### config.mk
export PLATFORM = sky130hd
export DESIGN_NAME = rdst_cfg
export DESIGN_NICKNAME = d
export VERILOG_FILES = /design/src/hdl/rdst_pkg.sv /design/src/hdl/rdst_cfg.sv
export SDC_FILE = /design/constraint.sdc
export NUM_CORES = 1
export LEC_CHECK = 0
export ABC_CLOCK_PERIOD_IN_PS = 2650
export BUFFER_PORTS_ARGS = -buffer_cell sky130_fd_sc_hd__clkbuf_2
export CAP_MARGIN = 20
export CORE_MARGIN = 1
export CORE_UTILIZATION = 39
export CTS_CLUSTER_SIZE = 10
export DETAILED_ROUTE_END_ITERATION = 6
export PLACE_DENSITY = 0.94
export RECOVER_POWER = 25
export SETUP_SLACK_MARGIN = 0.1
export SYNTH_ARGS = -nofsm -noshare
export SYNTH_HDL_FRONTEND = slang
export SYNTH_SLANG_ARGS = --single-unit
export TNS_END_PERCENT = 30
### constraint.sdc
create_clock -name clk_i -period 2.65 [get_ports clk_i]
set_input_delay 0.1325 -clock clk_i [delete_from_list [all_inputs] [get_ports clk_i]]
set_output_delay 0.1325 -clock clk_i [all_outputs]
set_load 0.1 [all_outputs]
### src/hdl/rdst_pkg.sv
// Shared types, codes and helpers for the random depth-first spanning tree walk.
// Used by the configuration registers, the shared divider and the top level.
// Depends on nothing.
package rdst_pkg;

  localparam int DEF_MAX_COLUMNS = 64;
  localparam int DEF_MAX_ROWS    = 64;

  localparam int DIM_W     = 7;
  localparam int RND_W     = 31;
  localparam int CELL_W    = 12;
  localparam int DEPTH_W   = 13;
  localparam int DIV_CNT_W = 5;
  localparam int APB_AW    = 3;
  localparam int APB_DW    = 32;

  localparam logic [DIM_W-1:0] GRID_RESET = DIM_W'(64);

  // Visited bits are kept as epoch marks; zero never marks a visited cell.
  localparam int EPOCH_W = 4;
  localparam logic [EPOCH_W-1:0] EPOCH_MAX = {EPOCH_W{1'b1}};

  localparam logic OP_RESTART = 1'b0;
  localparam logic OP_STEP    = 1'b1;

  // Register index as seen on address bit 2.
  localparam logic REG_GRID_WIDTH  = 1'b0;
  localparam logic REG_GRID_HEIGHT = 1'b1;

  localparam logic [1:0] DIR_TOP    = 2'd0;
  localparam logic [1:0] DIR_RIGHT  = 2'd1;
  localparam logic [1:0] DIR_BOTTOM = 2'd2;
  localparam logic [1:0] DIR_LEFT   = 2'd3;

  typedef enum logic [1:0] {
    KIND_CARVED    = 2'd0,
    KIND_BACKTRACK = 2'd1,
    KIND_FINISHED  = 2'd2,
    KIND_RESTARTED = 2'd3
  } kind_e;

  typedef struct packed {
    logic [DIM_W-1:0] w;
    logic [DIM_W-1:0] h;
  } geom_t;

  typedef struct packed {
    logic                 start;
    logic [RND_W-1:0]     dividend;
    logic [DIM_W-1:0]     divisor;
    logic [DIV_CNT_W-1:0] steps;
  } div_req_t;

  typedef struct packed {
    logic             done;
    logic [RND_W-1:0] quotient;
    logic [DIM_W-1:0] remainder;
  } div_rsp_t;

  // Zero counts as one; anything above the grid limit saturates to it.
  function automatic logic [DIM_W-1:0] clamp_dim(input logic [DIM_W-1:0] v, input int limit);
    logic [DIM_W-1:0] r;
    begin
      r = v;
      if (v == '0) begin
        r = DIM_W'(1);
      end else if (int'(v) > limit) begin
        r = DIM_W'(limit);
      end
      return r;
    end
  endfunction

endpackage

### src/hdl/rdst_cfg.sv
// Grid geometry registers behind the APB-style configuration port.
// Delivers the clamped width and height in use. Depends on rdst_pkg.
module rdst_cfg #(
  parameter int MAX_COLUMNS = rdst_pkg::DEF_MAX_COLUMNS,
  parameter int MAX_ROWS    = rdst_pkg::DEF_MAX_ROWS
) (
  input  logic                        clk_i,
  input  logic                        rst_ni,
  input  logic                        psel,
  input  logic                        penable,
  input  logic                        pwrite,
  input  logic [rdst_pkg::APB_AW-1:0] paddr,
  input  logic [rdst_pkg::APB_DW-1:0] pwdata,
  output logic [rdst_pkg::APB_DW-1:0] prdata,
  output logic                        pready,
  output rdst_pkg::geom_t             geom_o
);
  import rdst_pkg::*;

  logic [DIM_W-1:0] width_q, width_d;
  logic [DIM_W-1:0] height_q, height_d;
  logic             wr_en;

  assign pready = 1'b1;
  assign wr_en  = psel && penable && pwrite;

  always_comb begin
    width_d  = width_q;
    height_d = height_q;
    if (wr_en) begin
      if (paddr[2] == REG_GRID_WIDTH) begin
        width_d = pwdata[DIM_W-1:0];
      end else begin
        height_d = pwdata[DIM_W-1:0];
      end
    end
  end

  always_ff @(posedge clk_i or negedge rst_ni) begin
    if (!rst_ni) begin
      width_q  <= GRID_RESET;
      height_q <= GRID_RESET;
    end else begin
      width_q  <= width_d;
      height_q <= height_d;
    end
  end

  assign prdata = (paddr[2] == REG_GRID_HEIGHT) ? APB_DW'(height_q) : APB_DW'(width_q);

  assign geom_o.w = clamp_dim(width_q, MAX_COLUMNS);
  assign geom_o.h = clamp_dim(height_q, MAX_ROWS);

endmodule

==> reports/results.txt <==
status = completed
Rel. slew slack = 0.489
final hold violations = 0
Initial Util = 0.422
first-pass GRT wire length = 2790 um
Yosys reg bits = 14
Std-Cell Rows = 17
Ys Warns = 0
drt first pass iters = 2
dominant cell type by area after synthesis = dfrtp_1
RePlAce Congestion = 0.727
Setup TNS = 0 ps
startpoint types = flip-flop
CTS Buffer Depth = 2
DR iter-0 viols = 1
clock tree sinks = 14
Worst-Margin Slew = 767 ps
CTS Buf Count = 3
worst hold start = pwdata[0]
reg-to-reg startpoint = width_q[6]
All-Layer GR Usage = 0.150
placed insts = 140
dpl cell area = 1050 um^2
antenna viol nets, final = 0
vias in the first global route = 573
final wirelength = 1750 um
via count = 645
Inserted Diodes = 0
antenna violations before repair = 0
crit path DAT = 1830 ps
Die Ht = 51.4 um
Syn-to-layout area delta = 15.5%
CTS H-tree depth = 1
Max FO, Critical Path = 4
Max Slew Vio Count = 0
core area = 2250 um^2
IO buf count = 33
top post-synthesis cells by area = dfrtp_1 32%, mux2_2 25%, buf_4 20%
WS Path Type = reg2out
Lkg Pwr = 0.575 nW
Die Footprint = 2640 um^2
fin nets = 158
Clock Latency Late Sink = 280 ps
Synth cell types = 13
crit path capture type = output port
sequential cell area fraction in the yosys report = 0.371
dpl ws = 1000 ps
width of the die = 51.4 um
hold crit path type = in2reg
Max Freq = 509 MHz
minimum clock period = 1970 ps
total gr overflow = 0
final worst-path cycle share = 0.742
RSZ-0062 raised after global routing = no
post-DR vias/cell = 4.45
worst setup path start = width_q[1]
Clock Skew = 0 ps
total power = 1.43 mW
CTS root buf = clkbuf_4
max_cap viols = 0
fraction of layout cells with a size suffix above 1 = 0.538
post-synthesis instance total = 84
IO Pins = 87
largest net degree at the start of global routing = 15
PD cells = 1300 nW/um^2
Post-Syn Area = 952 um^2
Reg clk slew, reported paths = 80 ps
CTS tree = done
post-route cell area = 1100 um^2
setup ws final = 684 ps
DRC Markers = 0
syn avg cell area = 11.3 um^2
Yosys top cell area share = 0.315
Non-Filler Instances = 145
routed len/inst = 12.1 um
Setup violations, final = 0
Worst VDD drop = 0.669 mV
Req. time, crit path = 2520 ps
[worst paths after layout]
| path | slack, ps | depth (start not counted) | endpoint |
|---|---|---|---|
| hold reg to reg | 540 | 1 | width_q[0] |
| min in group asynchronous | 430 | 2 | width_q[0] |
| setup reg to reg | 1740 | 1 | width_q[6] |
| setup / recovery | 680 | 3 | geom_o[7] |
| hold / removal | 90 | 2 | width_q[0] |
| max in group asynchronous | 1740 | 2 | width_q[2] |
[routing by layer]
| metal | part of all wire | up-vias | global-route usage |
|---|---|---|---|
| met5 | 0 | - | 0 |
| met4 | 0.025 | 0 | 0.0946 |
| met3 | 0.082 | 4 | 0.0268 |
| met2 | 0.48 | 49 | 0.249 |
| met1 | 0.41 | 293 | 0.177 |
| li1 | - | 299 | - |
[repair_timing]
action	CTS	global route
buffers inserted	0	0
hold buffers	1	0
hold endpoints to repair	12	0
resized for setup	0	0
[registers in the layout (all words and copies together) (netlist names)]
register	cells
height_q	7
width_q	7
[final cells by class]
type	instances	area (um^2)
Multi-Input combinational cell	65	502
Tap cell	28	35.0
Clock buffer	4	36.3
Fill cell	213	1150
Timing Repair Buffer	34	174
Sequential cell	14	353
[cell usage in the layout (no fill, tap or decap), drive strengths merged]
cell type    count
dfrtp           12
nand2b           2
nor2b           10
dlygate4sd3      1
o41ai            2
nand4b           1
dfstp            2
or3              2
nand4            1
clkbuf          37
mux2            21
conb            26
[critical path: stages, from the launching register on]
cell and delay [ps]:
dfrtp_1 410, or3_1 420, o41ai_4 220, clkbuf_2 500
[report_power, final]
| group | internal [mW] | leakage, nW | switching [mW] |
|---|---|---|---|
| combinational | 0.143 | 0.389 | 0.804 |
| clock | 0.0836 | 0.0210 | 0.0692 |
| sequential | 0.267 | 0.165 | 0.0632 |
[synthesized netlist by cell type, drive strengths merged]
cell type / count
dfrtp: 12
nor2b: 10
o41ai: 2
clkbuf: 2
nand4b: 1
conb: 2
buf: 27
dfstp: 2
mux2: 21
nand4: 1
or3: 2
nand2b: 2
[logic make-up (layout without fill, tap and decap cells)]
family                 after synthesis  count (layout)  synth area share
flip-flops                          14              14             0.371
buffers and inverters               29              38             0.225
other                                2              26           0.00789
AND/OR/NAND/NOR                     16              16             0.130
AO/OA/AOI/OAI                        2               2            0.0184
multiplexers                        21              21             0.248
[through the flow]
stage,hold WS [ps],util
floorplan,-163,-
global placement,42.7,0.468
detailed placement,53.1,0.468
CTS,82.2,0.488
global route,79.6,0.488
finish,94.0,0.488
No activity file was read; power rests on OpenSTA's default activity.
