[config.mk]
export PLATFORM = sky130hd
export DESIGN_NAME = rdst_div
export DESIGN_NICKNAME = d
export VERILOG_FILES = /design/src/hdl/rdst_pkg.sv /design/src/hdl/rdst_div.sv
export SDC_FILE = /design/constraint.sdc
export NUM_CORES = 1
export LEC_CHECK = 0
export BUFFER_PORTS_ARGS = -buffer_cell sky130_fd_sc_hd__buf_2
export CAP_MARGIN = 20
export CORE_UTILIZATION = 40
export CTS_CLUSTER_SIZE = 12
export DETAILED_ROUTE_END_ITERATION = 12
export MAX_ROUTING_LAYER = met4
export PLACE_DENSITY_LB_ADDON = 0.05
export SLEW_MARGIN = 20
export SYNTH_ARGS = -nofsm -noshare
export SYNTH_HDL_FRONTEND = slang
export SYNTH_SLANG_ARGS = --single-unit
[constraint.sdc]
create_clock -name clk_i -period 2.2 [get_ports clk_i]
set_input_delay 0 -clock clk_i [delete_from_list [all_inputs] [get_ports clk_i]]
set_output_delay 0 -clock clk_i [all_outputs]
set_load 0.05 [all_outputs]
[src/hdl/rdst_pkg.sv]
// Shared types, codes and helpers for the random depth-first spanning tree walk.
// Used by the configuration registers, the shared divider and the top level.
// Depends on nothing.
package rdst_pkg;

  localparam int DEF_MAX_COLUMNS = 64;
  localparam int DEF_MAX_ROWS    = 64;

  localparam int DIM_W     = 7;
  localparam int RND_W     = 31;
  localparam int CELL_W    = 12;
  localparam int DEPTH_W   = 13;
  localparam int DIV_CNT_W = 5;
  localparam int APB_AW    = 3;
  localparam int APB_DW    = 32;

  localparam logic [DIM_W-1:0] GRID_RESET = DIM_W'(64);

  // Visited bits are kept as epoch marks; zero never marks a visited cell.
  localparam int EPOCH_W = 4;
  localparam logic [EPOCH_W-1:0] EPOCH_MAX = {EPOCH_W{1'b1}};

  localparam logic OP_RESTART = 1'b0;
  localparam logic OP_STEP    = 1'b1;

  // Register index as seen on address bit 2.
  localparam logic REG_GRID_WIDTH  = 1'b0;
  localparam logic REG_GRID_HEIGHT = 1'b1;

  localparam logic [1:0] DIR_TOP    = 2'd0;
  localparam logic [1:0] DIR_RIGHT  = 2'd1;
  localparam logic [1:0] DIR_BOTTOM = 2'd2;
  localparam logic [1:0] DIR_LEFT   = 2'd3;

  typedef enum logic [1:0] {
    KIND_CARVED    = 2'd0,
    KIND_BACKTRACK = 2'd1,
    KIND_FINISHED  = 2'd2,
    KIND_RESTARTED = 2'd3
  } kind_e;

  typedef struct packed {
    logic [DIM_W-1:0] w;
    logic [DIM_W-1:0] h;
  } geom_t;

  typedef struct packed {
    logic                 start;
    logic [RND_W-1:0]     dividend;
    logic [DIM_W-1:0]     divisor;
    logic [DIV_CNT_W-1:0] steps;
  } div_req_t;

  typedef struct packed {
    logic             done;
    logic [RND_W-1:0] quotient;
    logic [DIM_W-1:0] remainder;
  } div_rsp_t;

  // Zero counts as one; anything above the grid limit saturates to it.
  function automatic logic [DIM_W-1:0] clamp_dim(input logic [DIM_W-1:0] v, input int limit);
    logic [DIM_W-1:0] r;
    begin
      r = v;
      if (v == '0) begin
        r = DIM_W'(1);
      end else if (int'(v) > limit) begin
        r = DIM_W'(limit);
      end
      return r;
    end
  endfunction

endpackage

[src/hdl/rdst_div.sv]
// Shared restoring divider, one quotient bit per cycle, MSB first.
// Splits the top cell index into column and row by the grid width in use.
// Depends on rdst_pkg.
module rdst_div (
  input  logic               clk_i,
  input  logic               rst_ni,
  input  rdst_pkg::div_req_t req_i,
  output rdst_pkg::div_rsp_t rsp_o
);
  import rdst_pkg::*;

  logic                 busy_q, busy_d;
  logic                 done_q, done_d;
  logic [DIV_CNT_W-1:0] cnt_q, cnt_d;
  logic [DIM_W-1:0]     rem_q, rem_d;
  logic [RND_W-1:0]     quo_q, quo_d;
  logic [DIM_W-1:0]     dvs_q, dvs_d;
  logic [DIM_W:0]       trial;
  logic                 fits;

  assign trial = {rem_q, quo_q[RND_W-1]};
  assign fits  = (trial >= {1'b0, dvs_q});

  always_comb begin
    busy_d = busy_q;
    done_d = 1'b0;
    cnt_d  = cnt_q;
    rem_d  = rem_q;
    quo_d  = quo_q;
    dvs_d  = dvs_q;
    if (req_i.start) begin
      busy_d = 1'b1;
      cnt_d  = req_i.steps;
      rem_d  = '0;
      quo_d  = req_i.dividend;
      dvs_d  = req_i.divisor;
    end else if (busy_q) begin
      // The remainder stays below the divisor, so it fits back in DIM_W bits.
      rem_d = fits ? DIM_W'(trial - {1'b0, dvs_q}) : trial[DIM_W-1:0];
      quo_d = {quo_q[RND_W-2:0], fits};
      cnt_d = cnt_q - DIV_CNT_W'(1);
      if (cnt_q == DIV_CNT_W'(1)) begin
        busy_d = 1'b0;
        done_d = 1'b1;
      end
    end
  end

  always_ff @(posedge clk_i or negedge rst_ni) begin
    if (!rst_ni) begin
      busy_q <= 1'b0;
      done_q <= 1'b0;
      cnt_q  <= '0;
    end else begin
      busy_q <= busy_d;
      done_q <= done_d;
      cnt_q  <= cnt_d;
    end
  end

  always_ff @(posedge clk_i) begin
    rem_q <= rem_d;
    quo_q <= quo_d;
    dvs_q <= dvs_d;
  end

  assign rsp_o.done      = done_q;
  assign rsp_o.quotient  = quo_q;
  assign rsp_o.remainder = rem_q;

endmodule

==> results.sh <==
export IMPL_outcome="finished with violations"
export IMPL_violations="design-rule violations"
export IMPL_syn_inst=212
export IMPL_fin_nets=401
export IMPL_crit_required_ps=2380
export IMPL_criticalPathCategory="flip-flop to flip-flop"
export IMPL_clk_latency_ps=310
export IMPL_place_congestion=0.804
export IMPL_worstHoldPathType="input port to asynchronous set/reset pin"
export IMPL_fmax_ghz=0.502
export IMPL_pwr_density_cell_nw_per_um2=1030
export IMPL_yosysTopAreaCellShare_pct=42.2
export IMPL_ant_nets=0
export IMPL_synthFlopType="edfxtp_1"
export IMPL_crit_fanout=8
export IMPL_synth_warning_count=0
export IMPL_peakVddDrop_mv=0.522
export IMPL_clkSinkCount=52
export IMPL_htree_levels=2
export IMPL_syn_area_um2=2710
export IMPL_drv_slew=0
export IMPL_cts_made_buffers=5
export IMPL_root_buffer="clkbuf_8"
export IMPL_io_buffers=84
export IMPL_post_cts_resized=0
export IMPL_min_period_ps=1990
export IMPL_fin_ws_ps=209
export IMPL_p_leak_uw=0.00165
export IMPL_core_um2=6420
export IMPL_die_width_um=84.2
export IMPL_clockBufferDepth=2
export IMPL_period_share_pct=90.5
export IMPL_cts_tree="yes"
export IMPL_relSlewSlack_pct=48.6
export IMPL_drv_cap=0
export IMPL_ios=85
export IMPL_firstDrtPassIters=8
export IMPL_area_delta_synth_final_pct=39.6
export IMPL_critPathLaunchType="flip-flop"
export IMPL_initial_core_util_pct=42.1
export IMPL_grt_pass1_wl_um=10500
export IMPL_synth_yosys_seq_area_share_pct=53.8
export IMPL_cp_end_kind="flip-flop"
export IMPL_drive_gt1_share_pct=42.2
export IMPL_hpwl_um=4140
export IMPL_syn_nets=268
export IMPL_final_cell_mix="84 x buf_2, 44 x dlygate4sd3_1, 38 x edfxtp_1"
export IMPL_ys_async_sr_fraction_pct=13.5
export IMPL_die_area_um2=7100
export IMPL_drc=2
export IMPL_clk_pin_slew_ps=100
export IMPL_syn_avg_cell_area_um2=12.8
export IMPL_antenna_found_initial=0
export IMPL_num_rows=29
export IMPL_arrival_ps=2170
export IMPL_final_util_pct=58.8
export IMPL_post_drt_wl_per_cell_um=15.0
export IMPL_layout_commonest_cell="buf_2"
export IMPL_fp_dieH_um=84.2
export IMPL_synth_seq_cells=52
export IMPL_hold_viol_final=0
export IMPL_synth_cell_types=51
export IMPL_worst_slew_pin_slew_ps=771
export IMPL_grt_pass1_vias=2219
export IMPL_post_synth_top_area_cell="edfxtp_1"
export IMPL_avgViaCountPerCell=5.04
export IMPL_rsz0062_at_grt="false"
export IMPL_drt_total_wl_um=6350
export IMPL_via_count=2133
export IMPL_setup_viol=0
export IMPL_overflow=0
export IMPL_grt_start_max_net_pins=38
export IMPL_fin_worst_skew_ps=9.80
export IMPL_grt_total_usage_pct=19.2
export IMPL_drtIter0Drc=138
export IMPL_synth_edf_count=38
export IMPL_dp_slack_ps=225
export IMPL_diodes=0
export IMPL_ys_top_cells_by_area="edfxtp_1 42%, mux2_2 13%, dfrtp_1 6.5%, dfxtp_1 5.2%, ha_1 4.2%"
-- cell families (layout without fill, tap and decap cells) --
logic type | count (synthesis) | in the layout | synth area share (%)
buf+inv | 23 | 157 | 4.25
fa+ha+maj | 10 | 10 | 4.90
compound gates | 36 | 36 | 10.5
mux | 32 | 32 | 13.3
xor+xnor | 6 | 6 | 1.94
simple gates | 53 | 53 | 11.3
flops | 52 | 52 | 53.8
-- final timing paths --
check                                 startpoint                     to  slack (ps)  cells after the start
max                           dvs_q[0]$_DFFE_PP_     quo_q[0]$_DFFE_PP_         210                      6
min                                       rst_ni       done_q$_DFF_PN0_          40                      2
min reg2reg                rem_q[0]$_SDFFE_PP0P_  rem_q[1]$_SDFFE_PP0P_         540                      2
min in group clk_i                     req_i[43]   cnt_q[1]$_DFFE_PN0P_         290                      3
max reg2reg                   dvs_q[0]$_DFFE_PP_     quo_q[0]$_DFFE_PP_         210                      6
max in group asynchronous                 rst_ni       busy_q$_DFF_PN0_        2010                      2
-- synthesized netlist by cell type (2+ instances only) --
cell type  count
nand3_1        2
mux2_2        32
o31ai_1        3
inv_1         12
buf_4          4
nand2b_1       2
buf_2          3
dfrtp_1        7
dfxtp_1        7
o21a_1         2
xor2_1         2
nor2b_1        4
ha_1           9
o21ai_0        7
o21ai_1        2
nor3_1         4
a211oi_1       4
o311ai_1       3
or2_2          3
edfxtp_1      38
clkbuf_1       3
a41oi_1        4
nor2_1         7
nand2_1       12
nor3b_1        7
xnor2_1        4
-- flip-flops by register name (all words and copies together), names as in the netlist --
register  count
cnt_q         5
quo_q        31
rem_q         7
dvs_q         7
busy_q        1
done_q        1
-- critical path, cell delays in order, from the launching register on --
cell and delay [ps]:
edfxtp_1 390, ha_2 220, fa_2 390, nand2b_4 170
a211o_4 380, nand3_1 150, mux2_2 170
-- layout make-up --
type,count,area (um^2)
Multi-Input combinational cell,137,1150
Clock buffer,5,68.8
Clock inverter,3,17.5
Timing Repair Buffer,137,941
Inverter,12,45.0
Sequential cell,52,1460
Fill cell,542,2650
Tap cell,77,96.3
-- routing by layer --
layer	wire [um]	global-route usage, %
met1	2820	23.0
met2	3240	33.9
met3	207	3.05
met4	73	4.70
met5	0	-
-- report_power, final --
group | switching, uW | total, uW | internal (uW) | leakage (uW)
clock | 333 | 556 | 222 | 0.0000421
sequential | 135 | 1410 | 1270 | 0.000537
combinational | 1220 | 1940 | 725 | 0.00107
total | 1690 | 3910 | 2220 | 0.00165
-- what timing repair did --
action,in CTS,in global routing
hold endpoints to repair,50,0
buffers inserted,0,0
hold buffers,44,0
-- per-stage QoR --
step	TNS, ps	instance area [um^2]	instances	hold slack, ps	total power, uW
2_1_floorplan	-119	2720	212	-296	2860
3_3_place_gp	0	3250	371	-156	3310
3_5_place_dp	0	3250	371	-157	3320
4_1_cts	0	3780	423	29.6	3940
5_1_grt	0	3780	423	57.2	4130
6_report	0	3780	423	41.4	3910
Note: power is estimated with default switching activity, not from simulation.
